[config.mk]
export PLATFORM = sky130hd
export DESIGN_NAME = date_add_days
export DESIGN_NICKNAME = d
export VERILOG_FILES = /design/src/rtl/core/dad_pkg.sv /design/src/rtl/core/date_add_days.sv /design/src/rtl/core/dad_month_len.sv /design/src/rtl/core/dad_sub_unit.sv
export VERILOG_INCLUDE_DIRS = /design/src /design/src/rtl/core
export SDC_FILE = /design/constraint.sdc
export NUM_CORES = 1
export LEC_CHECK = 0
export ABC_AREA = 0
export BUFFER_PORTS_ARGS = -buffer_cell sky130_fd_sc_hd__buf_4
export CORE_MARGIN = 2
export CORE_UTILIZATION = 55
export DETAILED_ROUTE_END_ITERATION = 6
export PLACE_DENSITY = 0.75
export SKIP_CTS_REPAIR_TIMING = 1
export SYNTH_ARGS = -nofsm -noshare
export SYNTH_HDL_FRONTEND = slang
export SYNTH_SLANG_ARGS = --single-unit
[constraint.sdc]
create_clock -name aclk -period 7.96 [get_ports aclk]
set_input_delay 0.796 -clock aclk [delete_from_list [all_inputs] [get_ports aclk]]
set_output_delay 0.796 -clock aclk [all_outputs]
set_load 0.02 [all_outputs]
[src/rtl/core/date_add_days_defines.svh]
// ----------------------------------------------------------------------------
// date_add_days_defines.svh
// Assertion macros shared by the date advance RTL.
// ----------------------------------------------------------------------------
`ifndef DATE_ADD_DAYS_DEFINES_SVH
`define DATE_ADD_DAYS_DEFINES_SVH

// Plain property check, sampled on aclk, quiet while reset is held.
`define DAD_ASSERT(lbl, prop, msg) \
    lbl: assert property (@(posedge aclk) disable iff (!aresetn) (prop)) \
        else $error(msg);

// Same-cycle implication check, sampled on aclk, quiet while reset is held.
`define DAD_ASSERT_IMPL(lbl, ante, cons, msg) \
    lbl: assert property (@(posedge aclk) disable iff (!aresetn) (ante) |-> (cons)) \
        else $error(msg);

`endif

[src/rtl/core/dad_pkg.sv]
// ----------------------------------------------------------------------------
// dad_pkg
// Types and constants for the Gregorian date advance block.
// ----------------------------------------------------------------------------
`default_nettype none

package dad_pkg;

    localparam int DAY_W   = 5;
    localparam int MONTH_W = 4;
    localparam int YEAR_W  = 14;
    localparam int ADD_W   = 16;
    // running day count: largest start day plus largest increment
    localparam int ACC_W   = 17;
    localparam int CENT_W  = 7;

    localparam logic [YEAR_W-1:0]  MAX_YEAR = 14'd9999;
    localparam logic [YEAR_W-1:0]  MIN_YEAR = 14'd1;
    localparam logic [DAY_W-1:0]   MIN_DAY  = 5'd1;
    localparam logic [DAY_W-1:0]   SAT_DAY  = 5'd31;

    localparam logic [MONTH_W-1:0] MONTH_JAN = 4'd1;
    localparam logic [MONTH_W-1:0] MONTH_FEB = 4'd2;
    localparam logic [MONTH_W-1:0] MONTH_APR = 4'd4;
    localparam logic [MONTH_W-1:0] MONTH_JUN = 4'd6;
    localparam logic [MONTH_W-1:0] MONTH_SEP = 4'd9;
    localparam logic [MONTH_W-1:0] MONTH_NOV = 4'd11;
    localparam logic [MONTH_W-1:0] MONTH_DEC = 4'd12;

    localparam logic [DAY_W-1:0] LEN_LONG  = 5'd31;
    localparam logic [DAY_W-1:0] LEN_SHORT = 5'd30;
    localparam logic [DAY_W-1:0] LEN_LEAP  = 5'd29;
    localparam logic [DAY_W-1:0] LEN_FEB   = 5'd28;

    // year / 100 as (year * 5243) >> 19, exact for every 14-bit year
    localparam int RECIP_100   = 5243;
    localparam int RECIP_SHIFT = 19;
    localparam int PROD_W      = 27;
    localparam logic [CENT_W-1:0] CENT_SPAN = 7'd100;
    localparam logic [CENT_W-1:0] REM_LAST  = 7'd99;

    // position within the 400-year cycle, enough for the leap rule
    typedef struct packed {
        logic [CENT_W-1:0] cent;    // year / 100
        logic [CENT_W-1:0] rem100;  // year % 100
        logic [1:0]        yr_low;  // year % 4
    } cal_pos_t;

endpackage

`default_nettype wire

[src/rtl/core/date_add_days.sv]
// ----------------------------------------------------------------------------
// date_add_days
// Gregorian date advance: start date plus a day count, saturating at 9999.
// ----------------------------------------------------------------------------
//
//  channel | dir | tdata (low bit up)                         | tuser
//  --------+-----+--------------------------------------------+--------------
//  s_      | in  | start_day 5, start_month 4, start_year 14,  | -
//          |     | add_days 16, pad 1                         |
//  m_      | out | end_day 5, end_month 4, end_year 14, pad 1 | year_overflow
//
//  Month walk: a transaction crosses N month boundaries on its way to the
//  result (N up to about 2155 for 65535 days), one month a cycle on the
//  single compare/subtract unit.
//  ST_DIV and ST_REM split the year into year/100 and year%100 (reciprocal
//  multiply, then remainder) so the leap rule needs no divider afterwards.
//  s_tready is high only in the idle state; a held result stalls the
//  sequencer in its done state until the sink takes it.
//  Reset: synchronous, active low, returns to idle with no result pending.
//
`default_nettype none
`include "date_add_days_defines.svh"

module date_add_days
    import dad_pkg::*;
(
    input  wire logic        aclk,
    input  wire logic        aresetn,
    input  wire logic        s_tvalid,
    output logic             s_tready,
    input  wire logic [39:0] s_tdata,   // start_day, start_month, start_year, add_days
    output logic             m_tvalid,
    input  wire logic        m_tready,
    output logic [23:0]      m_tdata,   // end_day, end_month, end_year
    output logic             m_tuser    // year_overflow
);

    typedef enum logic [2:0] {
        ST_IDLE,
        ST_DIV,
        ST_REM,
        ST_RUN,
        ST_DONE
    } state_t;

    state_t              state_reg,  state_next;
    logic [ACC_W-1:0]    day_reg,    day_next;
    logic [MONTH_W-1:0]  month_reg,  month_next;
    logic [YEAR_W-1:0]   year_reg,   year_next;
    logic [CENT_W-1:0]   cent_reg,   cent_next;
    logic [CENT_W-1:0]   rem_reg,    rem_next;
    logic                ovf_reg,    ovf_next;
    logic                m_tvalid_reg, m_tvalid_next;
    logic [23:0]         m_tdata_reg,  m_tdata_next;
    logic                m_tuser_reg,  m_tuser_next;

    // incoming fields
    logic [DAY_W-1:0]    in_day;
    logic [MONTH_W-1:0]  in_month;
    logic [YEAR_W-1:0]   in_year;
    logic [ADD_W-1:0]    in_add;

    cal_pos_t            pos;
    logic [DAY_W-1:0]    len;
    logic                over;
    logic [ACC_W-1:0]    diff;
    logic [PROD_W-1:0]   prod;
    logic [YEAR_W-1:0]   cent_x100;
    logic                out_free;

    assign in_day   = s_tdata[4:0];
    assign in_month = s_tdata[8:5];
    assign in_year  = s_tdata[22:9];
    assign in_add   = s_tdata[38:23];

    // cent, rem100, yr_low from the top down
    assign pos = {cent_reg, rem_reg, year_reg[1:0]};

    dad_month_len u_len (
        .month (month_reg),
        .pos   (pos),
        .len   (len)
    );

    dad_sub_unit u_sub (
        .day_acc (day_reg),
        .len     (len),
        .over    (over),
        .diff    (diff)
    );

    assign prod      = PROD_W'(year_reg) * PROD_W'(RECIP_100);
    assign cent_x100 = YEAR_W'(cent_reg) * YEAR_W'(CENT_SPAN);
    assign out_free  = !m_tvalid_reg || m_tready;

    always_comb begin
        state_next    = state_reg;
        day_next      = day_reg;
        month_next    = month_reg;
        year_next     = year_reg;
        cent_next     = cent_reg;
        rem_next      = rem_reg;
        ovf_next      = ovf_reg;
        m_tvalid_next = m_tvalid_reg;
        m_tdata_next  = m_tdata_reg;
        m_tuser_next  = m_tuser_reg;

        if (m_tvalid_reg && m_tready) begin
            m_tvalid_next = 1'b0;
        end

        case (state_reg)
            ST_IDLE: begin
                if (s_tvalid) begin
                    // clamp the odd codes onto the nearest real date part
                    day_next   = ACC_W'((in_day == '0) ? MIN_DAY : in_day) + ACC_W'(in_add);
                    month_next = (in_month == '0) ? MONTH_JAN
                               : (in_month > MONTH_DEC) ? MONTH_DEC : in_month;
                    year_next  = (in_year == '0) ? MIN_YEAR : in_year;
                    ovf_next   = in_year > MAX_YEAR;
                    state_next = (in_year > MAX_YEAR) ? ST_DONE : ST_DIV;
                end
            end
            ST_DIV: begin
                cent_next  = prod[RECIP_SHIFT +: CENT_W];
                state_next = ST_REM;
            end
            ST_REM: begin
                rem_next   = CENT_W'(year_reg - cent_x100);
                state_next = ST_RUN;
            end
            ST_RUN: begin
                if (over) begin
                    day_next = diff;
                    if (month_reg == MONTH_DEC) begin
                        if (year_reg == MAX_YEAR) begin
                            ovf_next   = 1'b1;
                            state_next = ST_DONE;
                        end else begin
                            month_next = MONTH_JAN;
                            year_next  = year_reg + 1'b1;
                            if (rem_reg == REM_LAST) begin
                                rem_next  = '0;
                                cent_next = cent_reg + 1'b1;
                            end else begin
                                rem_next  = rem_reg + 1'b1;
                            end
                        end
                    end else begin
                        month_next = month_reg + 1'b1;
                    end
                end else begin
                    state_next = ST_DONE;
                end
            end
            ST_DONE: begin
                if (out_free) begin
                    m_tvalid_next = 1'b1;
                    m_tuser_next  = ovf_reg;
                    if (ovf_reg) begin
                        m_tdata_next = {1'b0, MAX_YEAR, MONTH_DEC, SAT_DAY};
                    end else begin
                        m_tdata_next = {1'b0, year_reg, month_reg, day_reg[DAY_W-1:0]};
                    end
                    state_next = ST_IDLE;
                end
            end
            default: begin
                state_next = ST_IDLE;
            end
        endcase
    end

    always_ff @(posedge aclk) begin
        if (!aresetn) begin
            state_reg    <= ST_IDLE;
            m_tvalid_reg <= 1'b0;
        end else begin
            state_reg    <= state_next;
            m_tvalid_reg <= m_tvalid_next;
        end
        day_reg     <= day_next;
        month_reg   <= month_next;
        year_reg    <= year_next;
        cent_reg    <= cent_next;
        rem_reg     <= rem_next;
        ovf_reg     <= ovf_next;
        m_tdata_reg <= m_tdata_next;
        m_tuser_reg <= m_tuser_next;
    end

    assign s_tready = (state_reg == ST_IDLE);
    assign m_tvalid = m_tvalid_reg;
    assign m_tdata  = m_tdata_reg;
    assign m_tuser  = m_tuser_reg;

    // year residues must stay in step with the year while months are walked
    `DAD_ASSERT_IMPL(a_pos_track, state_reg == ST_RUN,
        year_reg == cent_x100 + YEAR_W'(rem_reg), "year residues out of step")
    `DAD_ASSERT_IMPL(a_month_range, state_reg == ST_RUN,
        month_reg >= MONTH_JAN && month_reg <= MONTH_DEC, "month out of range")
    `DAD_ASSERT_IMPL(a_sat_value, m_tvalid && m_tuser,
        m_tdata[4:0] == SAT_DAY && m_tdata[8:5] == MONTH_DEC && m_tdata[22:9] == MAX_YEAR,
        "overflow result not saturated")
    `DAD_ASSERT_IMPL(a_out_range, m_tvalid,
        m_tdata[22:9] >= MIN_YEAR && m_tdata[22:9] <= MAX_YEAR && m_tdata[4:0] != '0,
        "result date out of range")

endmodule

`default_nettype wire

[src/rtl/core/dad_month_len.sv]
// ----------------------------------------------------------------------------
// dad_month_len
// Length of the current month, leap rule taken from tracked year residues.
// ----------------------------------------------------------------------------
`default_nettype none

module dad_month_len
    import dad_pkg::*;
(
    input  wire logic [MONTH_W-1:0] month,
    input  wire cal_pos_t           pos,
    output logic [DAY_W-1:0]        len
);

    logic leap;

    always_comb begin
        leap = ((pos.yr_low == 2'd0) && (pos.rem100 != '0))
            || ((pos.rem100 == '0) && (pos.cent[1:0] == 2'd0));
        case (month) inside
            MONTH_APR, MONTH_JUN, MONTH_SEP, MONTH_NOV: len = LEN_SHORT;
            MONTH_FEB: len = leap ? LEN_LEAP : LEN_FEB;
            default:   len = LEN_LONG;
        endcase
    end

endmodule

`default_nettype wire

[src/rtl/core/dad_sub_unit.sv]
// ----------------------------------------------------------------------------
// dad_sub_unit
// Shared compare-and-subtract: takes one month's length off the day count.
// ----------------------------------------------------------------------------
`default_nettype none

module dad_sub_unit
    import dad_pkg::*;
(
    input  wire logic [ACC_W-1:0] day_acc,
    input  wire logic [DAY_W-1:0] len,
    output logic                  over,
    output logic [ACC_W-1:0]      diff
);

    logic [ACC_W-1:0] len_ext;

    always_comb begin
        len_ext = ACC_W'(len);
        over    = day_acc > len_ext;
        diff    = day_acc - len_ext;
    end

endmodule

`default_nettype wire

# --- Word level (Yosys, flattened, before mapping) ---
# Cells that the tools add are included.
classes:
  n_addsub: 7
  multipliers: 2
  magnitude_cmp: 3
  n_eq_ne: 22
  muxes: 45
  reduce_logical: 26
op_table:
  columns: ["cell", "count"]
  rows:
  - ["two-way mux 14 bit", 5]
  - ["two-way mux 7 bit", 8]
  - ["two-way mux 17 bit", 2]
  - ["case mux 17 bit (2 select lines)", 1]
  - ["case mux 14 bit (2 select lines)", 1]
  - ["case mux 7 bit (2 select lines)", 2]
  - ["multiplier 14 x 13 -> 26 bit, second input constant", 1]
  - ["two-way mux 4 bit", 6]
  - ["two-way mux 3 bit", 6]
  - ["adder 5 x 16 -> 17 bit", 1]
  - ["> comparator 17 x 5 -> 1 bit", 1]
  - ["subtractor 17 x 5 -> 17 bit", 1]
  - ["two-way mux 5 bit", 3]
  - ["case mux 3 bit (5 select lines)", 1]
  - ["AND reduction 5 bit", 3]
  - ["adder 14 x 1 -> 14 bit, second input constant", 1]
  - ["adder 7 x 1 -> 7 bit, second input constant", 2]
  - ["equality test 14 bit, second input constant", 1]
  - ["> comparator 14 bit, second input constant", 1]
  - ["logical NOT 14 bit", 1]
  - ["!= test 2 bit, second input constant", 7]
  - ["equality test 4 bit, second input constant", 3]
  - ["AND reduction 4 bit", 3]
  - ["!= test 3 bit, second input constant", 3]
  - ["26 further kinds", 41]
word_totals:
  reg_bits: 79
  out_inout_bits: 27

# --- Depth between registers and ports, before layout ---
# Gate-level depths: netlist of the first run.
logic_depth:
  depth_word: 9
  depth_mapped: 16
  ltp_nobuf: 16

# --- Modules after synthesis ---
# A second synthesis of the first run with hierarchy kept.
unflattened:
  cells_unflattened: 857
  area_unflattened_um2: 8446.9
by_module_without_submodules:
  columns: ["mod", "n_inst", "cells_per_inst", "area_each_um2"]
  rows:
  - ["date_add_days", 1, 780, 7867.5]
  - ["dad_sub_unit", 1, 62, 479.2]
  - ["dad_month_len", 1, 15, 100.1]

# --- Worst setup path before layout of the first run ---
# Ideal clock, no wire load.
synth_timing:
  path_type: "register -> register"
  from: "register year_reg[10]"
  to: "register cent_reg[2], data pin"
  setup_ns: 0.258
  arrival_ns: 4.513
  path_slack_ns: 3.189
  path_stages_with_launch: 17
  n_path_buf: 0
  period_less_slack_ns: 4.771
  cell_sequence: "edfxtp_1 fa_1 ha_1 inv_1 fa_1 inv_1 fa_1 inv_1 fa_1 inv_1 ha_1 a21oi_1 o211ai_1 a211oi_1 o21bai_1 a2111o_1 o221a_2"
synth_via:
  elab_chain_cells: 2
synth_lines:
  columns: ["element", "line_no", "source"]
  rows:
  - ["start: declaration", "date_add_days.sv:49", "logic [YEAR_W-1:0] year_reg, year_next;"]
  - ["start signal: assignment", "date_add_days.sv:184", "year_reg <= year_next;"]
  - ["multiplier 14 x 13 -> 26 bit", "date_add_days.sv:92", "assign prod = PROD_W'(year_reg) * PROD_W'(RECIP_100);"]
  - ["case mux 7 bit (2 select lines)", "date_add_days.sv:112", "case (state_reg)"]
  - ["via cent_next[2]", "date_add_days.sv:50", "logic [CENT_W-1:0] cent_reg, cent_next;"]
  - ["end signal: assignment", "date_add_days.sv:185", "cent_reg <= cent_next;"]
  - ["end: declaration", "date_add_days.sv:50", null]
# The timed path passes the listed nets, and every way through them passes these cells.
# A chain may end at the register's enable or synchronous reset.

# --- Worst setup path in the final report of the first run ---
layout_timing:
  from: "register year_reg[6]"
  to: "register cent_reg[2], data pin"
# The elaborated chain is that of the path after synthesis.

==> reports/results.tsv, run 1 <==
metric	value	unit
Avg Inst Size Synth	9.853	µm²
Rows	44	
#FFs+latches synth	76	
Worst Path Required	8.05	ns
Rel. slew slack	28.94	%
fin crit share	66.24	%
clk_lat worst skew	0.35	ns
starting density of the core	55.82	%
vias in the first global route	5986	
nets	1107	
Layout Skew	0.007028	ns
crit path kind	flip-flop to flip-flop	
Critical Path Sink Type	flip-flop	
setup_tns	0	ns
worst slew pin tran	1.066	ns
CTS Sinks	76	
worst setup path start	year_reg[6]$_DFFE_PP_	
hpwl dp	13670	µm
Via Count	5848	
final setup margin	2.688	ns
Routed WL	17240	µm
synthesis warning total	0	
largest net degree at the start of global routing	52	
worst r2r src	year_reg[6]$_DFFE_PP_	
gr usage total	23.35	%
DRC violations left	0	
# IOs	71	
Die W	124.8	µm
RSZ-0062 raised after global routing	no	
outcome	completed	
TritonRoute pass-1 iters	6	
Hold Violations, Final	0	
largest stage delay on the critical path	0.67	ns
Die ar.	15560	µm²
post-synthesis sequential area ratio	27.96	%
Core Area	14370	µm²
crit-path max FO	8	
RePlAce Congestion	0.9020	
upper clock frequency limit	189.7	MHz
grt ovf	0	
top_reg_cell synth	edfxtp_1	
Post-Syn Area	8020	µm²
CTS max path bufs	2	
DRT iter0 DRCs	419	
drt via density	5.481	
Syn Nets	1043	
Port Buffers	68	
r2r setup slk	2.69	ns
initial antenna violation count	0	
WP data arrival	5.37	ns
Cell Chain, Critical Path	inv_1 -> fa_1 -> inv_1 -> ha_1 -> fa_1 -> fa_1 -> inv_1 -> fa_1 -> inv_1 -> ha_1 -> a21oi_1 -> o211ai_1 -> a211oi_1 -> o21bai_1 -> a2111o_1 -> o221a_2	
ANT nets after route	0	
final core utilization	63.01	%
max reg flops	23	
die height	124.8	µm
minimum clock period	5.272	ns
H-tree Lvls	3	
layout cells sized above 1	12.12	%
post-synth cell types	60	
# diodes	0	
Gate Count Post-Synth	814	
multi-input gate area in the final layout	5154	µm²
Post-synth EDFFs	72	
CTS tree	done	
clock root buffer master	clkbuf_16	
max-slew violations	0	
TritonCTS buffer count	9	
clk slew on worst S/H paths	0.06	ns
Crit-path slowest cell	edfxtp_1	
Sequential Area	2242	µm²
max-cap violation count	0	
Avg WL per Cell	16.16	µm
Hold Path Origin	day_reg[0]$_DFFE_PP_	
first-pass GRT wire length	29230	µm
HP Class	flip-flop to flip-flop	
area growth from synthesis to layout	12.89	%
Final setup viols	0	
crit start category	flip-flop	
ys async rst share	0	%
fill cell count	1148	
Post-Place Setup Slack	2.709	ns
layout by cell type, fill, tap and decap left out, drive strengths merged, types with 9 or more instances in the layout:
master,Yosys,layout
o21ai,39,39
or2,15,15
nand3,19,19
nor2,46,46
inv,147,147
fa,65,65
a21oi,31,31
nand2,65,65
xnor2,37,37
buf,3,71
clkbuf,15,10
xor2,21,21
mux2i,9,9
ha,120,120
edfxtp,72,72
path summary, 6_finish.rpt:
| check | to | depth (start not counted) |
|---|---|---|
| setup / recovery | cent_reg[2]$_DFFE_PP_ | 16 |
| hold / removal | m_tdata[0]$_SDFFCE_PP1P_ | 1 |
| setup reg to reg | cent_reg[2]$_DFFE_PP_ | 16 |
| hold reg to reg | m_tdata[0]$_SDFFCE_PP1P_ | 1 |
cells in the mapped netlist (7+ instances only):
library cell  number  area share [%]
mux2i_1            9             1.1
or2_2             15             1.2
o211ai_1           7            0.66
ha_1             120              19
inv_1            147             6.9
fa_1              65              16
xor2_1            21             2.3
nor3_1             7            0.44
clkbuf_1          15            0.70
nor2_1            46             2.2
a21oi_1           31             1.9
nand2_1           65             3.0
edfxtp_1          72              27
o21ai_0           39             2.4
xnor2_1           37             4.0
nand3_1           19             1.2
and3_1             7            0.55
cells by family after synthesis:
group                      share of synthesized area, %
DFF                                               27.96
and+or+nand+nor                                   12.34
other                                           0.04676
xor gates and xnor gates                          6.334
adders and majority gates                         34.95
AOI/OAI and AO/OA                                 9.470
buffers and inverters                             7.785
muxes                                             1.123
layout make-up:
cell class | count | area share, %
clock inverters | 6 | 1.258
well taps | 184 | 2.543
multi-input cells | 573 | 56.92
repair buffers | 71 | 5.887
flip-flops and latches | 76 | 24.77
inverters | 147 | 6.095
clock buffers | 10 | 2.529
per-stage QoR:
step | hold WS (ns) | instances | instance area (µm²)
3_5_place_dp | 0.5232 | 1051 | 8711
5_1_grt | 0.5457 | 1067 | 9054
2_1_floorplan | 0.4888 | 814 | 8020
4_1_cts | 0.5345 | 1067 | 9054
6_report | 0.5319 | 1067 | 9054
3_3_place_gp | 0.5231 | 1051 | 8711
critical path: cells and delay by family (launching register included):
family                   cells  cell delay, ns
flip-flops                   1            0.67
buffers and inverters        4            0.42
AO/OA/AOI/OAI                6            1.28
adder cells (fa/ha/maj)      6            2.64
layer usage:
metal	vias up	track usage [%]	part of all wire, %
met3	33	3.608	3.9
met2	149	39.47	50
met5	-	0	0
met4	0	8.130	2.5
li1	2870	-	-
met1	2796	30.65	44
Power of run 1 is left out: the tool's default activity adds up to more than one toggle a clock period on the data nets, which glitch-free logic cannot reach.
==> run 2: changes to the inputs <==
- PLACE_DENSITY: 0.75 -> 0.77
- clock period: 7.96 -> 4.6 ns (I/O delays scaled with it)
==> reports/results.tsv, run 2 (synthesized netlist as in run 1, its figures left out) <==
metric	value	unit	change
Core Area	14370	µm²	unchanged
max-cap violation count	0		unchanged
vias in the first global route	6193		+3.5%
max reg flops	23		unchanged
hpwl dp	15050	µm	+10%
Critical Path Sink Type	flip-flop		
Port Buffers	68		unchanged
Rel. slew slack	28.19	%	-0.75 points
Sequential Area	2242	µm²	unchanged
initial antenna violation count	0		unchanged
drt via density	5.434		-0.86%
Avg WL per Cell	16.74	µm	+3.6%
Routed WL	19330	µm	+12%
# diodes	0		unchanged
fin crit share	103.2	%	+37 points
H-tree Lvls	3		unchanged
largest net degree at the start of global routing	34		-35%
final setup margin	-0.1461	ns	-2.834 ns
clk slew on worst S/H paths	0.06	ns	about the same
max-slew violations	0		unchanged
TritonCTS buffer count	9		unchanged
ANT nets after route	0		unchanged
multi-input gate area in the final layout	5439	µm²	+5.5%
Hold Violations, Final	0		unchanged
Die ar.	15560	µm²	unchanged
DRC violations left	0		unchanged
RSZ-0062 raised after global routing	yes		
Metal-1 WL	8129	µm	+7.8%
worst slew pin tran	1.077	ns	+0.01121 ns
# IOs	71		unchanged
failing checks	negative setup slack		
most common cell after layout, fill and taps aside	buf_4		
minimum clock period	4.746	ns	-0.5262 ns
Rows	44		unchanged
Final setup viols	5		+5
worst r2r src	year_reg[12]$_DFFE_PP_		
upper clock frequency limit	210.7	MHz	+11%
Cell Chain, Critical Path	fa_1 -> ha_1 -> inv_1 -> fa_1 -> inv_2 -> fa_1 -> inv_1 -> fa_1 -> inv_2 -> ha_4 -> a21oi_4 -> o211ai_1 -> a211oi_2 -> o21bai_4 -> a2111o_1 -> o221a_2		
largest stage delay on the critical path	0.57	ns	-0.10 ns
starting density of the core	55.82	%	unchanged
area growth from synthesis to layout	24.73	%	
crit start category	flip-flop		
met2 WL	9611	µm	+12%
clock root buffer master	clkbuf_16		
CTS max path bufs	2		unchanged
final core utilization	69.62	%	+6.6 points
RePlAce Congestion	0.8860		-1.8%
metal3 WL	1010	µm	+49%
Hold Path Origin	aresetn		
critical path's most frequent cell	fa_1		
worst setup path start	year_reg[12]$_DFFE_PP_		
CP Buf/Inv Count	4		unchanged
Worst Path Required	4.69	ns	-3.36 ns
gr usage total	24.51	%	+1.2 points
most frequent cells in the layout	151 x buf_4, 135 x inv_1, 108 x ha_1, 72 x edfxtp_1, 62 x fa_1		
crit path kind	flip-flop to flip-flop		
clk_lat worst skew	0.34	ns	about the same
Layout Skew	0.006838	ns	-0.0001896 ns
crit-path max FO	6		-2
outcome	finished, violations left		
grt ovf	0		unchanged
CTS Sinks	76		unchanged
Top Metal Used	met4		
Die W	124.8	µm	unchanged
layout cells sized above 1	25.33	%	+13 points
HP Class	input pin to flip-flop		
fill cell count	1009		-12%
Via Count	6276		+7.3%
die height	124.8	µm	unchanged
first-pass GRT wire length	30280	µm	+3.6%
DRT iter0 DRCs	471		+12%
setup_tns	-0.3403	ns	-0.3403 ns
nets	1195		+7.9%
CTS tree	done		
WP data arrival	4.84	ns	-0.53 ns
Crit-path slowest cell	edfxtp_1		
Top Family by Delay on Critical Path	adder cells		
TritonRoute pass-1 iters	5		-1
## run 2: cell types whose count changed in the layout (fill, tap and decap cells not counted), moves of 10 or more
cell / previous run / this run
buf_4: 71 / 151
inv_2: 0 / 12
inv_1: 147 / 135
ha_1: 120 / 108
ha_4: 0 / 10
## run 2: final timing paths
path,slack [ns],cells past startpoint,endpoint
setup / recovery,-0.15,16,cent_reg[2]$_DFFE_PP_
hold / removal,0.39,2,state_reg[0]$_SDFFE_PN0P_
setup reg to reg,-0.15,16,cent_reg[2]$_DFFE_PP_
hold reg to reg,0.55,1,m_tdata[0]$_SDFFCE_PP1P_
## run 2: final cells by class
| class | instances | share of cell area (%) |
|---|---|---|
| multi-input combinational | 573 | 54.37 |
| clock buffer | 9 | 2.251 |
| clock inverter | 7 | 0.8255 |
| timing repair buffer | 159 | 12.32 |
| inverter | 147 | 5.516 |
| sequential | 76 | 22.41 |
| tap | 184 | 2.301 |
## run 2: routing by layer
metal  up-vias  track usage, %
li1       3034               -
met1      3005           32.32
met2       195           41.69
met3        42           3.866
met4         0           7.601
met5         -               0
## run 2: through the flow
step | hold WS, ns | setup slack [ns] | cells | area [µm²]
floorplan | 0.4888 | -0.001931 | 814 | 8105
global placement | 0.5298 | -0.1699 | 1120 | 9326
detailed placement | 0.5376 | -0.2175 | 1120 | 9326
CTS | 0.3841 | -0.2502 | 1136 | 9634
global route | 0.3897 | -0.3245 | 1155 | 10000
finish | 0.3859 | -0.1461 | 1155 | 10000
Power of run 2 is left out for the same reason.
==> run 3: changes to the inputs <==
- PLACE_DENSITY: 0.77 -> 0.86
==> reports/results.tsv, run 3 (synthesized netlist as in run 1, its figures left out) <==
metric	value	unit	change
gr usage total	27.08	%	+2.6 points
reg-to-reg critical path endpoint	cent_reg[2]$_DFFE_PP_		
setup_tns	-1.044	ns	-0.7034 ns
nets	1180		-1.3%
area growth from synthesis to layout	22.82	%	
final setup margin	-0.2858	ns	-0.1398 ns
largest net degree at the start of global routing	52		+53%
Layout Skew	0.01068	ns	+0.003843 ns
grt ovf	0		unchanged
RePlAce Congestion	0.8985		+1.4%
most common cell after layout, fill and taps aside	inv_1		
CP Capture Point	cent_reg[2]$_DFFE_PP_		
H-tree Lvls	3		unchanged
initial antenna violation count	0		unchanged
outcome	finished, violations left		
die height	124.8	µm	unchanged
upper clock frequency limit	204.7	MHz	-2.9%
RSZ-0062 raised after global routing	yes		
Rows	44		unchanged
DRC violations left	8		+8
Worst Path Required	4.69	ns	about the same
Avg WL per Cell	20.36	µm	+22%
layout cells sized above 1	23.12	%	-2.2 points
clk slew on worst S/H paths	0.06	ns	about the same
Final setup viols	5		unchanged
ANT nets after route	0		unchanged
Crit-path slowest cell	fa_1		
hpwl dp	15310	µm	+1.7%
CTS max path bufs	2		unchanged
max reg flops	23		unchanged
max-slew violations	0		unchanged
largest stage delay on the critical path	0.53	ns	-0.04 ns
most frequent cells in the layout	137 x inv_1, 136 x buf_4, 110 x ha_1, 72 x edfxtp_1, 64 x nand2_1		
Cell Chain, Critical Path	buf_6 -> fa_1 -> ha_1 -> inv_1 -> fa_1 -> inv_1 -> fa_1 -> inv_1 -> fa_1 -> inv_2 -> ha_4 -> a21oi_4 -> o211ai_1 -> a211oi_2 -> o21bai_2 -> a2111o_1 -> o221a_2		
crit path kind	flip-flop to flip-flop		
max-cap violation count	0		unchanged
Port Buffers	68		unchanged
Die ar.	15560	µm²	unchanged
# diodes	0		unchanged
WP data arrival	4.98	ns	+0.14 ns
Hold Violations, Final	0		unchanged
critical path's most frequent cell	fa_1		
first-pass GRT wire length	33800	µm	+12%
starting density of the core	55.82	%	unchanged
HP Class	input pin to flip-flop		
clock root buffer master	clkbuf_16		
Via Count	6812		+8.5%
CTS tree	done		
minimum clock period	4.886	ns	+0.1398 ns
worst r2r src	year_reg[10]$_DFFE_PP_		
Routed WL	23210	µm	+20%
TritonCTS buffer count	9		unchanged
CTS Sinks	76		unchanged
Reg2Reg Depth	17		+1
worst slew pin tran	1.143	ns	+0.06599 ns
DRT iter0 DRCs	937		+99%
final core utilization	68.56	%	-1.1 points
TritonRoute pass-1 iters	7		+2
worst setup path start	year_reg[10]$_DFFE_PP_		
crit-path max FO	4		-2
fin crit share	106.2	%	+3.0 points
Core Area	14370	µm²	unchanged
crit start category	flip-flop		
# IOs	71		unchanged
vias in the first global route	6859		+11%
Rel. slew slack	23.79	%	-4.4 points
Die W	124.8	µm	unchanged
Critical Path Sink Type	flip-flop		
clk_lat worst skew	0.34	ns	about the same
r2r setup slk	-0.29	ns	-0.14 ns
failing checks	design-rule violations, negative setup slack		
drt via density	5.975		+10%
==> run 3: per-stage QoR <==
stage                     hold WS, ns  instance area, µm²  instances  setup slack [ns]
after global placement         0.5320                9251       1110           -0.1482
after global routing           0.3892                9851       1140           -0.4130
after CTS                      0.3924                9568       1126           -0.3372
after floorplan                0.4888                8105        814         -0.001931
final                          0.3979                9851       1140           -0.2858
after detailed placement       0.5384                9251       1110           -0.2398
==> run 3: cell type report <==
| type | instances | area (µm²) |
|---|---|---|
| clock buffers | 10 | 229.0 |
| clock inverters | 6 | 87.58 |
| fillers | 890 | 4518 |
| inverters | 147 | 551.8 |
| multi-input cells | 573 | 5390 |
| flip-flops and latches | 76 | 2242 |
| well taps | 184 | 230.2 |
| repair buffers | 144 | 1120 |
==> run 3: worst max-delay path, delay by kind of cell, from the launching register on <==
family,cells,cell delay (ns)
adders and majority gates,6,2.53
AOI/OAI and AO/OA,6,1.21
DFF,1,0.48
buffers and inverters,5,0.44
==> run 3: layer usage <==
| layer | routed length, µm | GRT usage, % | vias up |
|---|---|---|---|
| met5 | 0 | 0 | - |
| met4 | 1404 | 12.82 | 0 |
| met3 | 1891 | 4.381 | 127 |
| met2 | 11310 | 45.84 | 449 |
| met1 | 8607 | 33.95 | 3227 |
| li1 | - | - | 3009 |
==> run 3: how the worst min path moves through the flow <==
stage                                      endpoint             startpoint  cells past startpoint
after floorplan                   m_tuser$_DFFE_PP_  ovf_reg$_SDFFCE_PP1P_                      0
after global placement          m_tvalid$_SDFF_PN0_    m_tvalid$_SDFF_PN0_                      2
final                     state_reg[2]$_SDFFE_PN0P_                aresetn                      2
after detailed placement        m_tvalid$_SDFF_PN0_    m_tvalid$_SDFF_PN0_                      2
after global routing      state_reg[2]$_SDFFE_PN0P_                aresetn                      2
after CTS                 state_reg[2]$_SDFFE_PN0P_                aresetn                      2
Power of run 3 is left out for the same reason.
